[src/hdl/hiss_pkg.sv]
// Shared types and constants of the image header size sniffer.
package hiss_pkg;

  // Byte offset counter width
  localparam int unsigned OFFSET_BITS = 32;

  // Image format codes
  localparam logic [2:0] FMT_NONE     = 3'd0;
  localparam logic [2:0] FMT_PNG      = 3'd1;
  localparam logic [2:0] FMT_JPEG     = 3'd2;
  localparam logic [2:0] FMT_WEBP_VP8 = 3'd3;
  localparam logic [2:0] FMT_WEBP_VP8L = 3'd4;
  localparam logic [2:0] FMT_WEBP_VP8X = 3'd5;

  // Four-byte tags, first byte in the high byte
  localparam logic [31:0] TAG_PNG  = 32'h8950_4E47;
  localparam logic [31:0] TAG_IHDR = 32'h4948_4452;
  localparam logic [31:0] TAG_CGBI = 32'h4367_4249;
  localparam logic [31:0] TAG_RIFF = 32'h5249_4646;
  localparam logic [31:0] TAG_WEBP = 32'h5745_4250;
  localparam logic [31:0] TAG_VP8  = 32'h5650_3820;
  localparam logic [31:0] TAG_VP8L = 32'h5650_384C;
  localparam logic [31:0] TAG_VP8X = 32'h5650_3858;

  // Input word
  typedef struct packed {
    logic [7:0] data_byte;
    logic       last_byte;
  } hiss_in_t;

  // Result word
  typedef struct packed {
    logic [2:0]  image_format;
    logic [31:0] image_width;
    logic [31:0] image_height;
  } hiss_out_t;

  // Per-byte control and data handed to each recognizer
  typedef struct packed {
    logic                   run;   // byte accepted, nothing found yet
    logic                   clr;   // byte accepted and it is the last one
    logic [OFFSET_BITS-1:0] off;   // offset of this byte
    logic [7:0]             b;     // this byte
    logic [31:0]            s;     // last four bytes, newest low
  } hiss_step_t;

  // What a recognizer reports for this byte
  typedef struct packed {
    logic        set_w;
    logic        set_h;
    logic        done;
    logic [2:0]  fmt;
    logic [31:0] w;
    logic [31:0] h;
  } hiss_hit_t;

endpackage

[src/hdl/image_header_size_sniffer.sv]
// Top level of the image header size sniffer.
//
// Usage: feed the bytes of one image file on the input channel, one byte per
// word, offset zero first, with last_byte set on the final byte. PNG, JPEG
// and WebP recognizers inspect every byte in parallel. When the last byte is
// accepted, one result word (format, width, height) is produced; every other
// byte produces none, and all parsing state clears for the next file.
// A file with no recognized header, or a WebP file while webp_enable is 0,
// gives format 0 and zero size.
// Latency: the result is valid in the cycle after the last byte is accepted.
// Throughput: one byte per cycle while in_stall_o is low; each byte passes through one level of
// compare logic into the recognizer state and the output register.
// Stalls: the result sits in the output register while out_stall_i is high;
// input is stalled only while that register is full and stalled.
// Reset: clears all parsing state and the output register; webp_enable
// resets to 1. cfg_we_i writes webp_enable from cfg_wdata_i.
module image_header_size_sniffer (
  input  logic                clk_i,
  input  logic                rst_ni,
  input  logic                in_valid_i,
  output logic                in_stall_o,
  input  hiss_pkg::hiss_in_t  in_data_i,
  output logic                out_valid_o,
  input  logic                out_stall_i,
  output hiss_pkg::hiss_out_t out_data_o,
  input  logic                cfg_we_i,
  input  logic                cfg_wdata_i
);

  localparam int unsigned OB = hiss_pkg::OFFSET_BITS;

  logic                webp_en_q;
  logic [OB-1:0]       off_q;
  logic [31:0]         shift_q, shift_d;
  logic [2:0]          fmt_q, fmt_d;
  logic [31:0]         w_q, w_d;
  logic [31:0]         h_q, h_d;
  logic                accept;
  logic [2:0]          res_fmt;
  logic                out_valid_q;
  hiss_pkg::hiss_out_t out_q;
  hiss_pkg::hiss_step_t step;
  hiss_pkg::hiss_hit_t  png_hit, jpeg_hit, webp_hit;

  // Handshake: the output register decouples the two sides
  assign in_stall_o  = out_valid_q && out_stall_i;
  assign accept      = in_valid_i && !in_stall_o;
  assign out_valid_o = out_valid_q;
  assign out_data_o  = out_q;

  assign shift_d = {shift_q[23:0], in_data_i.data_byte};

  assign step.run = accept && (fmt_q == hiss_pkg::FMT_NONE);
  assign step.clr = accept && in_data_i.last_byte;
  assign step.off = off_q;
  assign step.b   = in_data_i.data_byte;
  assign step.s   = shift_d;

  hiss_png u_png (
    .clk_i  (clk_i),
    .rst_ni (rst_ni),
    .step_i (step),
    .hit_o  (png_hit)
  );

  hiss_jpeg u_jpeg (
    .clk_i  (clk_i),
    .rst_ni (rst_ni),
    .step_i (step),
    .hit_o  (jpeg_hit)
  );

  hiss_webp u_webp (
    .clk_i  (clk_i),
    .rst_ni (rst_ni),
    .step_i (step),
    .hit_o  (webp_hit)
  );

  // Found size update; later recognizers override earlier ones as in order
  always_comb begin
    fmt_d = fmt_q;
    w_d   = w_q;
    h_d   = h_q;
    if (step.run) begin
      if (png_hit.set_w) w_d = png_hit.w;
      if (png_hit.set_h) h_d = png_hit.h;
      if (png_hit.done) fmt_d = png_hit.fmt;
      if (jpeg_hit.set_w) w_d = jpeg_hit.w;
      if (jpeg_hit.set_h) h_d = jpeg_hit.h;
      if (jpeg_hit.done) fmt_d = jpeg_hit.fmt;
      if (webp_hit.set_w) w_d = webp_hit.w;
      if (webp_hit.set_h) h_d = webp_hit.h;
      if (webp_hit.done) fmt_d = webp_hit.fmt;
    end
  end

  // Result format: WebP masked by the enable, unknown codes as none
  always_comb begin
    res_fmt = fmt_d;
    if (fmt_d >= hiss_pkg::FMT_WEBP_VP8 && !webp_en_q) res_fmt = hiss_pkg::FMT_NONE;
    if (fmt_d > hiss_pkg::FMT_WEBP_VP8X) res_fmt = hiss_pkg::FMT_NONE;
  end

  // Configuration register
  always_ff @(posedge clk_i or negedge rst_ni) begin
    if (!rst_ni) begin
      webp_en_q <= 1'b1;
    end else if (cfg_we_i) begin
      webp_en_q <= cfg_wdata_i;
    end
  end

  // Stream state: offset, shift word, found header
  always_ff @(posedge clk_i or negedge rst_ni) begin
    if (!rst_ni) begin
      off_q   <= '0;
      shift_q <= '0;
      fmt_q   <= hiss_pkg::FMT_NONE;
      w_q     <= '0;
      h_q     <= '0;
    end else if (step.clr) begin
      off_q   <= '0;
      shift_q <= '0;
      fmt_q   <= hiss_pkg::FMT_NONE;
      w_q     <= '0;
      h_q     <= '0;
    end else if (accept) begin
      if (off_q != {OB{1'b1}}) off_q <= off_q + OB'(1);
      shift_q <= shift_d;
      fmt_q   <= fmt_d;
      w_q     <= w_d;
      h_q     <= h_d;
    end
  end

  // Output valid
  always_ff @(posedge clk_i or negedge rst_ni) begin
    if (!rst_ni) begin
      out_valid_q <= 1'b0;
    end else if (step.clr) begin
      out_valid_q <= 1'b1;
    end else if (!out_stall_i) begin
      out_valid_q <= 1'b0;
    end
  end

  // Output payload
  always_ff @(posedge clk_i or negedge rst_ni) begin
    if (!rst_ni) begin
      out_q <= '0;
    end else if (step.clr) begin
      out_q.image_format <= res_fmt;
      out_q.image_width  <= (res_fmt == hiss_pkg::FMT_NONE) ? 32'd0 : w_d;
      out_q.image_height <= (res_fmt == hiss_pkg::FMT_NONE) ? 32'd0 : h_d;
    end
  end

endmodule

[src/hdl/hiss_png.sv]
// PNG recognizer: plain IHDR and the CgBI variant, big-endian size.
module hiss_png (
  input  logic                clk_i,
  input  logic                rst_ni,
  input  hiss_pkg::hiss_step_t step_i,
  output hiss_pkg::hiss_hit_t  hit_o
);

  localparam logic [3:0] P_SIG   = 4'd0;
  localparam logic [3:0] P_WAIT  = 4'd1;
  localparam logic [3:0] P_IHDR  = 4'd2;
  localparam logic [3:0] P_CGBI  = 4'd3;
  localparam logic [3:0] P_CIHDR = 4'd4;
  localparam logic [3:0] P_DONE  = 4'd5;
  localparam logic [3:0] P_DEAD  = 4'd6;

  localparam int unsigned OB = hiss_pkg::OFFSET_BITS;

  logic [3:0] phase_q, phase_d;

  // Next phase and size capture
  always_comb begin
    phase_d = phase_q;
    hit_o   = '0;
    hit_o.fmt = hiss_pkg::FMT_PNG;
    hit_o.w   = step_i.s;
    hit_o.h   = step_i.s;
    case (phase_q)
      P_SIG: begin
        if (step_i.off == OB'(3)) begin
          phase_d = (step_i.s == hiss_pkg::TAG_PNG) ? P_WAIT : P_DEAD;
        end
      end
      P_WAIT: begin
        if (step_i.off == OB'(15)) begin
          if (step_i.s == hiss_pkg::TAG_IHDR) phase_d = P_IHDR;
          else if (step_i.s == hiss_pkg::TAG_CGBI) phase_d = P_CGBI;
          else phase_d = P_DEAD;
        end
      end
      P_IHDR: begin
        hit_o.set_w = (step_i.off == OB'(19));
        if (step_i.off == OB'(23)) begin
          hit_o.set_h = 1'b1;
          hit_o.done  = 1'b1;
          phase_d     = P_DONE;
        end
      end
      P_CGBI: begin
        if (step_i.off == OB'(31)) begin
          phase_d = (step_i.s == hiss_pkg::TAG_IHDR) ? P_CIHDR : P_DEAD;
        end
      end
      P_CIHDR: begin
        hit_o.set_w = (step_i.off == OB'(35));
        if (step_i.off == OB'(39)) begin
          hit_o.set_h = 1'b1;
          hit_o.done  = 1'b1;
          phase_d     = P_DONE;
        end
      end
      default: ;
    endcase
  end

  // Phase register
  always_ff @(posedge clk_i or negedge rst_ni) begin
    if (!rst_ni) begin
      phase_q <= P_SIG;
    end else if (step_i.clr) begin
      phase_q <= P_SIG;
    end else if (step_i.run) begin
      phase_q <= phase_d;
    end
  end

endmodule

[src/hdl/hiss_jpeg.sv]
// JPEG recognizer: walks segments after SOI up to a SOF0/1/2 marker.
module hiss_jpeg (
  input  logic                clk_i,
  input  logic                rst_ni,
  input  hiss_pkg::hiss_step_t step_i,
  output hiss_pkg::hiss_hit_t  hit_o
);

  localparam logic [3:0] J_SOI0  = 4'd0;
  localparam logic [3:0] J_SOI1  = 4'd1;
  localparam logic [3:0] J_MK0   = 4'd2;
  localparam logic [3:0] J_MK1FF = 4'd3;
  localparam logic [3:0] J_MK1   = 4'd4;
  localparam logic [3:0] J_LEN0  = 4'd5;
  localparam logic [3:0] J_LEN1  = 4'd6;
  localparam logic [3:0] J_SKIP  = 4'd7;
  localparam logic [3:0] J_PAD   = 4'd8;
  localparam logic [3:0] J_H0    = 4'd9;
  localparam logic [3:0] J_H1    = 4'd10;
  localparam logic [3:0] J_W0    = 4'd11;
  localparam logic [3:0] J_W1    = 4'd12;
  localparam logic [3:0] J_DONE  = 4'd13;
  localparam logic [3:0] J_DEAD  = 4'd14;

  logic [3:0]  phase_q, phase_d;
  logic [15:0] skip_q, skip_d;
  logic [15:0] skip_dec;
  logic [15:0] seg_len;

  assign skip_dec = skip_q - 16'd1;
  assign seg_len  = step_i.s[15:0];

  // Next phase, skip count and size capture
  always_comb begin
    phase_d   = phase_q;
    skip_d    = skip_q;
    hit_o     = '0;
    hit_o.fmt = hiss_pkg::FMT_JPEG;
    hit_o.w   = {16'd0, step_i.s[15:0]};
    hit_o.h   = {16'd0, step_i.s[15:0]};
    case (phase_q)
      J_SOI0: phase_d = (step_i.b == 8'hFF) ? J_SOI1 : J_DEAD;
      J_SOI1: phase_d = (step_i.b == 8'hD8) ? J_MK0 : J_DEAD;
      J_MK0:  phase_d = (step_i.b == 8'hFF) ? J_MK1FF : J_MK1;
      J_MK1FF: begin
        if (step_i.b inside {[8'hC0:8'hC2]}) begin
          skip_d  = 16'd3;
          phase_d = J_PAD;
        end else begin
          phase_d = J_LEN0;
        end
      end
      J_MK1:  phase_d = J_LEN0;
      J_LEN0: phase_d = J_LEN1;
      J_LEN1: begin
        // lengths below 2 are malformed
        if (seg_len < 16'd2) begin
          phase_d = J_DEAD;
        end else if (seg_len == 16'd2) begin
          phase_d = J_MK0;
        end else begin
          skip_d  = seg_len - 16'd2;
          phase_d = J_SKIP;
        end
      end
      J_SKIP: begin
        skip_d = skip_dec;
        if (skip_dec == 16'd0) phase_d = J_MK0;
      end
      J_PAD: begin
        skip_d = skip_dec;
        if (skip_dec == 16'd0) phase_d = J_H0;
      end
      J_H0: phase_d = J_H1;
      J_H1: begin
        hit_o.set_h = 1'b1;
        phase_d     = J_W0;
      end
      J_W0: phase_d = J_W1;
      J_W1: begin
        hit_o.set_w = 1'b1;
        hit_o.done  = 1'b1;
        phase_d     = J_DONE;
      end
      default: ;
    endcase
  end

  // Phase and skip registers
  always_ff @(posedge clk_i or negedge rst_ni) begin
    if (!rst_ni) begin
      phase_q <= J_SOI0;
      skip_q  <= 16'd0;
    end else if (step_i.clr) begin
      phase_q <= J_SOI0;
      skip_q  <= 16'd0;
    end else if (step_i.run) begin
      phase_q <= phase_d;
      skip_q  <= skip_d;
    end
  end

endmodule

[src/hdl/hiss_webp.sv]
// WebP recognizer: VP8, VP8L and VP8X headers, little-endian size.
module hiss_webp (
  input  logic                clk_i,
  input  logic                rst_ni,
  input  hiss_pkg::hiss_step_t step_i,
  output hiss_pkg::hiss_hit_t  hit_o
);

  localparam logic [3:0] W_RIFF     = 4'd0;
  localparam logic [3:0] W_TAG      = 4'd1;
  localparam logic [3:0] W_TYPE     = 4'd2;
  localparam logic [3:0] W_LOSSY    = 4'd3;
  localparam logic [3:0] W_LOSSLESS = 4'd4;
  localparam logic [3:0] W_EXT      = 4'd5;
  localparam logic [3:0] W_DONE     = 4'd6;
  localparam logic [3:0] W_DEAD     = 4'd7;

  localparam int unsigned OB = hiss_pkg::OFFSET_BITS;

  logic [3:0]  phase_q, phase_d;
  logic [31:0] le16, le24, le32;

  // Byte-swapped views of the shift word
  assign le16 = {16'd0, step_i.s[7:0], step_i.s[15:8]};
  assign le24 = {8'd0, step_i.s[7:0], step_i.s[15:8], step_i.s[23:16]};
  assign le32 = {step_i.s[7:0], step_i.s[15:8], step_i.s[23:16], step_i.s[31:24]};

  // Next phase and size capture
  always_comb begin
    phase_d = phase_q;
    hit_o   = '0;
    case (phase_q)
      W_RIFF: begin
        if (step_i.off == OB'(3)) begin
          phase_d = (step_i.s == hiss_pkg::TAG_RIFF) ? W_TAG : W_DEAD;
        end
      end
      W_TAG: begin
        if (step_i.off == OB'(11)) begin
          phase_d = (step_i.s == hiss_pkg::TAG_WEBP) ? W_TYPE : W_DEAD;
        end
      end
      W_TYPE: begin
        if (step_i.off == OB'(15)) begin
          if (step_i.s == hiss_pkg::TAG_VP8) phase_d = W_LOSSY;
          else if (step_i.s == hiss_pkg::TAG_VP8L) phase_d = W_LOSSLESS;
          else if (step_i.s == hiss_pkg::TAG_VP8X) phase_d = W_EXT;
          else phase_d = W_DEAD;
        end
      end
      W_LOSSY: begin
        hit_o.fmt   = hiss_pkg::FMT_WEBP_VP8;
        hit_o.w     = {18'd0, le16[13:0]};
        hit_o.h     = {18'd0, le16[13:0]};
        hit_o.set_w = (step_i.off == OB'(27));
        if (step_i.off == OB'(29)) begin
          hit_o.set_h = 1'b1;
          hit_o.done  = 1'b1;
          phase_d     = W_DONE;
        end
      end
      W_LOSSLESS: begin
        // 14-bit width minus one, then 14-bit height minus one
        hit_o.fmt = hiss_pkg::FMT_WEBP_VP8L;
        hit_o.w   = {18'd0, le32[13:0]} + 32'd1;
        hit_o.h   = {18'd0, le32[27:14]} + 32'd1;
        if (step_i.off == OB'(24)) begin
          hit_o.set_w = 1'b1;
          hit_o.set_h = 1'b1;
          hit_o.done  = 1'b1;
          phase_d     = W_DONE;
        end
      end
      W_EXT: begin
        hit_o.fmt = hiss_pkg::FMT_WEBP_VP8X;
        hit_o.w   = le24 + 32'd1;
        hit_o.h   = le24 + 32'd1;
        // reserved flag bits set: reject
        if (step_i.off == OB'(20) &&
            ((step_i.s[7:6] != 2'b00) || step_i.s[0])) begin
          phase_d = W_DEAD;
        end
        hit_o.set_w = (step_i.off == OB'(26));
        if (step_i.off == OB'(29)) begin
          hit_o.set_h = 1'b1;
          hit_o.done  = 1'b1;
          phase_d     = W_DONE;
        end
      end
      default: ;
    endcase
  end

  // Phase register
  always_ff @(posedge clk_i or negedge rst_ni) begin
    if (!rst_ni) begin
      phase_q <= W_RIFF;
    end else if (step_i.clr) begin
      phase_q <= W_RIFF;
    end else if (step_i.run) begin
      phase_q <= phase_d;
    end
  end

endmodule
[config.mk]
export PLATFORM = sky130hd
export DESIGN_NAME = image_header_size_sniffer
export DESIGN_NICKNAME = d
export VERILOG_FILES = /design/src/hdl/hiss_pkg.sv /design/src/hdl/image_header_size_sniffer.sv /design/src/hdl/hiss_png.sv /design/src/hdl/hiss_jpeg.sv /design/src/hdl/hiss_webp.sv
export SDC_FILE = /design/constraint.sdc
export NUM_CORES = 1
export LEC_CHECK = 0
export ABC_CLOCK_PERIOD_IN_PS = 3370
export BUFFER_PORTS_ARGS = -buffer_cell sky130_fd_sc_hd__buf_2
export CORE_ASPECT_RATIO = 2
export CORE_UTILIZATION = 34
export DETAILED_ROUTE_END_ITERATION = 16
export HOLD_SLACK_MARGIN = 0.02
export PLACE_DENSITY_LB_ADDON = 0.12
export SYNTH_ARGS = -nofsm -noshare
export SYNTH_HDL_FRONTEND = slang
export SYNTH_HIERARCHICAL = 1
export SYNTH_SLANG_ARGS = --single-unit
[constraint.sdc]
create_clock -name clk_i -period 3.37 [get_ports clk_i]
set_clock_uncertainty 0.2 [all_clocks]
set_input_delay 0.8425 -clock clk_i [delete_from_list [all_inputs] [get_ports clk_i]]
set_output_delay 0.8425 -clock clk_i [all_outputs]
set_load 0.1 [all_outputs]
==> summary.txt <==
Final layout
  – N_diodes: 0
  – Most common cell after layout, fill and taps aside: dfrtp_1
  – Register area: 5460 um2
  – Layout cells sized above 1: 18.9%
  – Final std cells w/o fill: 2620
  – Footprint of the multi-input gates: 9170 um2
  – Most frequent cells in the layout: dfrtp_1, nand2_1, buf_4
  – Nets: 1997
  – Fill count: 4824
  – Area grow syn2layout: 13.0%

Critical path
  – Critical-path top delay cell: dfrtp_2
  – Req. time, crit path: 3.61 ns
  – Reg-to-Reg Start: off_q[15]
  – Worst-path maximum fanout: 17
  – Critical path's most frequent cell: buf_4
  – Reg2Reg Depth: 15
  – Crit path DAT: 3.49 ns
  – Reg2reg setup slack: 0.12 ns
  – Crit-path max cell delay: 0.45 ns
  – CP Cell Sequence: nor4_4 -> nand3_2 -> nor3_1 -> nand2_1 -> nor2_4 -> buf_4 -> a21oi_1 -> o21ai_1 -> buf_4 -> a31oi_4 -> o21ai_2 -> a2111oi_4 -> buf_12 -> clkbuf_16 -> a22o_1
  – Critical path class: reg2reg
  – Crit. End Element: flip-flop
  – Worst Setup SP: off_q[15]
  – Worst R2R End: out_data_o[11]
  – CP endpoint: out_data_o[11]
  – CP Launch Type: flip-flop

STA
  – Measured slew at the worst slew-check pin: 1.00 ns
  – Slew Limit Fails: 0
  – Worst Setup Slack, final: 0.122 ns
  – Min Clock Period, post-route: 3.25 ns
  – Fmax: 0.308 GHz
  – Count of final hold-check violations: 0
  – Setup_tns: 0 ns
  – Unrepaired setup endpoints after global routing: false
  – Rel. slew slack: 32.3%
  – Crit share post-route: 96.4%
  – Final setup violating endpoints: 0
  – Worst hold slack: 0.0579 ns

Pwr
  – Sw Pwr: 5.00 mW
  – Int Pwr: 6.41 mW
  – Leakage power: 7.66 nW
  – Sequential power share: 30.0%
  – Peak VDD IR: 337 uV
  – Clk pwr share: 25.9%
  – Switching share of power: 43.8%
  – Cell Pwr Density: 619 nW/um2
  – Total Power: 11.4 mW
  – Comb power frac: 44.2%

Clock network
  – Htree depth: 1
  – Clock transition at path regs: 0.06 ns
  – CTS Buf Count: 25
  – Insertion delay of the later-clocked pin in the worst-skew pair: 0.56 ns
  – CTS Sinks: 218
  – CTS max path bufs: 3
  – CTS Hold Bufs: 0
  – TritonCTS clock tree: yes
  – Root Buffer: clkbuf_16

Route
  – Residual DRC: 0
  – Drt pass-1 iters: 5
  – Initial DRC Count: 758
  – Vias/cell: 5.56
  – Final ANT Viol Nets: 0
  – DR vias: 14600
  – Average wire per standard cell: 23.4 um
  – Total Routed Length: 61300 um

Synth
  – Seq cells post-synth: 218
  – Synth Warn #: 6
  – Register area share after synthesis: 33.5%
  – Share of the synthesized area in the top cell type: 33.3%
  – Largest cells by area after synthesis: dfrtp_1, buf_4, a22o_1
  – Predominant post-synthesis flop cell: dfrtp_1
  – Mapped Cells: 1927
  – Number of flops mapped to enable cells by yosys: 0
  – Dominant cell type by area after synthesis: dfrtp_1
  – Yosys cell types: 92
  – Post-synth ARST share: 100%
  – Syn Std Cell Area: 16300 um2
  – Synthesized area per cell: 8.46 um2

GRT
  – Initial antenna violation count: 0
  – Gr usage total: 25.1%
  – Vias in the first global route: 14900
  – Remaining Overflow, GRT: 0
  – First-pass GRT wire length: 92300 um
  – Largest net degree at the start of global routing: 69

Floorplan
  – Initial Util: 34.4%
  – Die footprint: 48900 um2
  – IO Count: 84
  – Core area: 47400 um2
  – Die span in y: 312 um
  – Num rows: 113
  – Die X: 157 um

Placed design
  – PortBufs: 83
  – Detailed placement HPWL: 43800 um
  – GP Congestion: 0.937
  – Dpl cells: 2570
  – Pre-CTS setup slack: -0.162 ns

Worst hold path
  – Hold Crit Class: in2async

Outcome
  – Status: completed

Run
  – Maxcap violations: 0
==> cells by family after synthesis <==
group / share of synthesized area [%]
other: 0.115
buffers and inverters: 11.9
muxes: 4.20
adders and majority gates: 0.844
DFF: 33.5
xor gates and xnor gates: 4.50
and+or+nand+nor: 20.2
AOI/OAI and AO/OA: 24.7
==> worst min path at each step <==
stage / startpoint / cells past startpoint / slack (ns) / endpoint
floorplan: webp_en_q / 2 / 0.29 / out_data_o[66]
global placement: out_data_o[65] / 2 / 0.27 / out_data_o[65]
detailed placement: out_data_o[65] / 2 / 0.27 / out_data_o[65]
CTS: rst_ni / 1 / 0.06 / w_q[13]
global route: rst_ni / 1 / 0.08 / w_q[13]
finish: rst_ni / 1 / 0.06 / w_q[13]
==> synth_stat cells, types with 6 or more instances <==
| master | instances |
|---|---|
| o21bai_1 | 12 |
| nor4b_1 | 6 |
| buf_6 | 10 |
| nor4_1 | 35 |
| nor2_1 | 163 |
| xnor2_1 | 57 |
| a21o_1 | 9 |
| nand2b_1 | 13 |
| o211ai_1 | 73 |
| o31ai_1 | 6 |
| nor2b_1 | 11 |
| o21ai_1 | 9 |
| a22o_1 | 132 |
| or3_1 | 12 |
| nand3_1 | 40 |
| inv_1 | 25 |
| buf_4 | 162 |
| nand4_1 | 25 |
| buf_2 | 24 |
| nor4_2 | 11 |
| o21a_1 | 67 |
| ha_1 | 11 |
| o21ai_0 | 75 |
| nor3b_1 | 9 |
| nor4bb_1 | 7 |
| nand2_1 | 204 |
| a21oi_1 | 114 |
| nand3b_1 | 8 |
| and3_1 | 11 |
| and4_1 | 8 |
| clkbuf_1 | 96 |
| nor3_1 | 51 |
| mux2i_1 | 67 |
| or4_1 | 13 |
| xor2_1 | 25 |
| a22oi_1 | 7 |
| dfrtp_1 | 217 |
| buf_1 | 10 |
==> metal layers <==
layer / vias up / share of wire (%) / global-route usage (%)
met5: - / 0 / 0
met4: 0 / 8.8 / 20.3
met3: 188 / 3.7 / 3.00
met2: 412 / 53 / 46.2
met1: 7094 / 34 / 24.7
li1: 6875 / - / -
==> metrics by stage <==
step	util, %	area, um2
3_3_place_gp	36.8	17400
5_1_grt	38.9	18400
3_5_place_dp	36.8	17400
6_report	38.9	18400
2_1_floorplan	-	16500
4_1_cts	38.7	18300
==> critical path: cells and delay by family (launching register included) <==
family / cells / cell delay, ns
and+or+nand+nor: 5 / 1.06
DFF: 1 / 0.45
AOI/OAI and AO/OA: 6 / 0.76
buffers and inverters: 4 / 0.68
==> sequential cells by signal, indices dropped and copies added, names as in the netlist <==
signal and count:
u_jpeg/skip_q 16, out_valid_o 1, h_q 32, u_webp/phase_q 3
off_q 32, webp_en_q 1, out_data_o 67, shift_q 24
u_png/phase_q 3, w_q 32, u_jpeg/phase_q 4, fmt_q 3
==> cell type report <==
type | count | area share [%]
multi-input combinational | 1427 | 49.8
sequential | 218 | 29.6
timing repair buffer | 272 | 11.1
tap | 632 | 4.29
clock buffer | 33 | 3.83
clock inverter | 11 | 0.828
inverter | 27 | 0.550
==> repair_timing <==
action | CTS | global route
endpoints found under the setup margin | 64 | 125
pin swaps | 1 | 4
cloned | 0 | 2
resized for setup | 3 | 9
buffers inserted | 0 | 4
==> power groups by stage <==
stage / clock network (mW) / logic [mW] / registers [mW]
floorplan: 0 / 2.74 / 4.35
global placement: 0 / 4.95 / 3.45
detailed placement: 0 / 4.99 / 3.46
CTS: 3.03 / 5.02 / 3.41
global route: 3.11 / 5.38 / 3.48
finish: 2.95 / 5.04 / 3.42
Note: power is estimated with default switching activity, not from simulation.
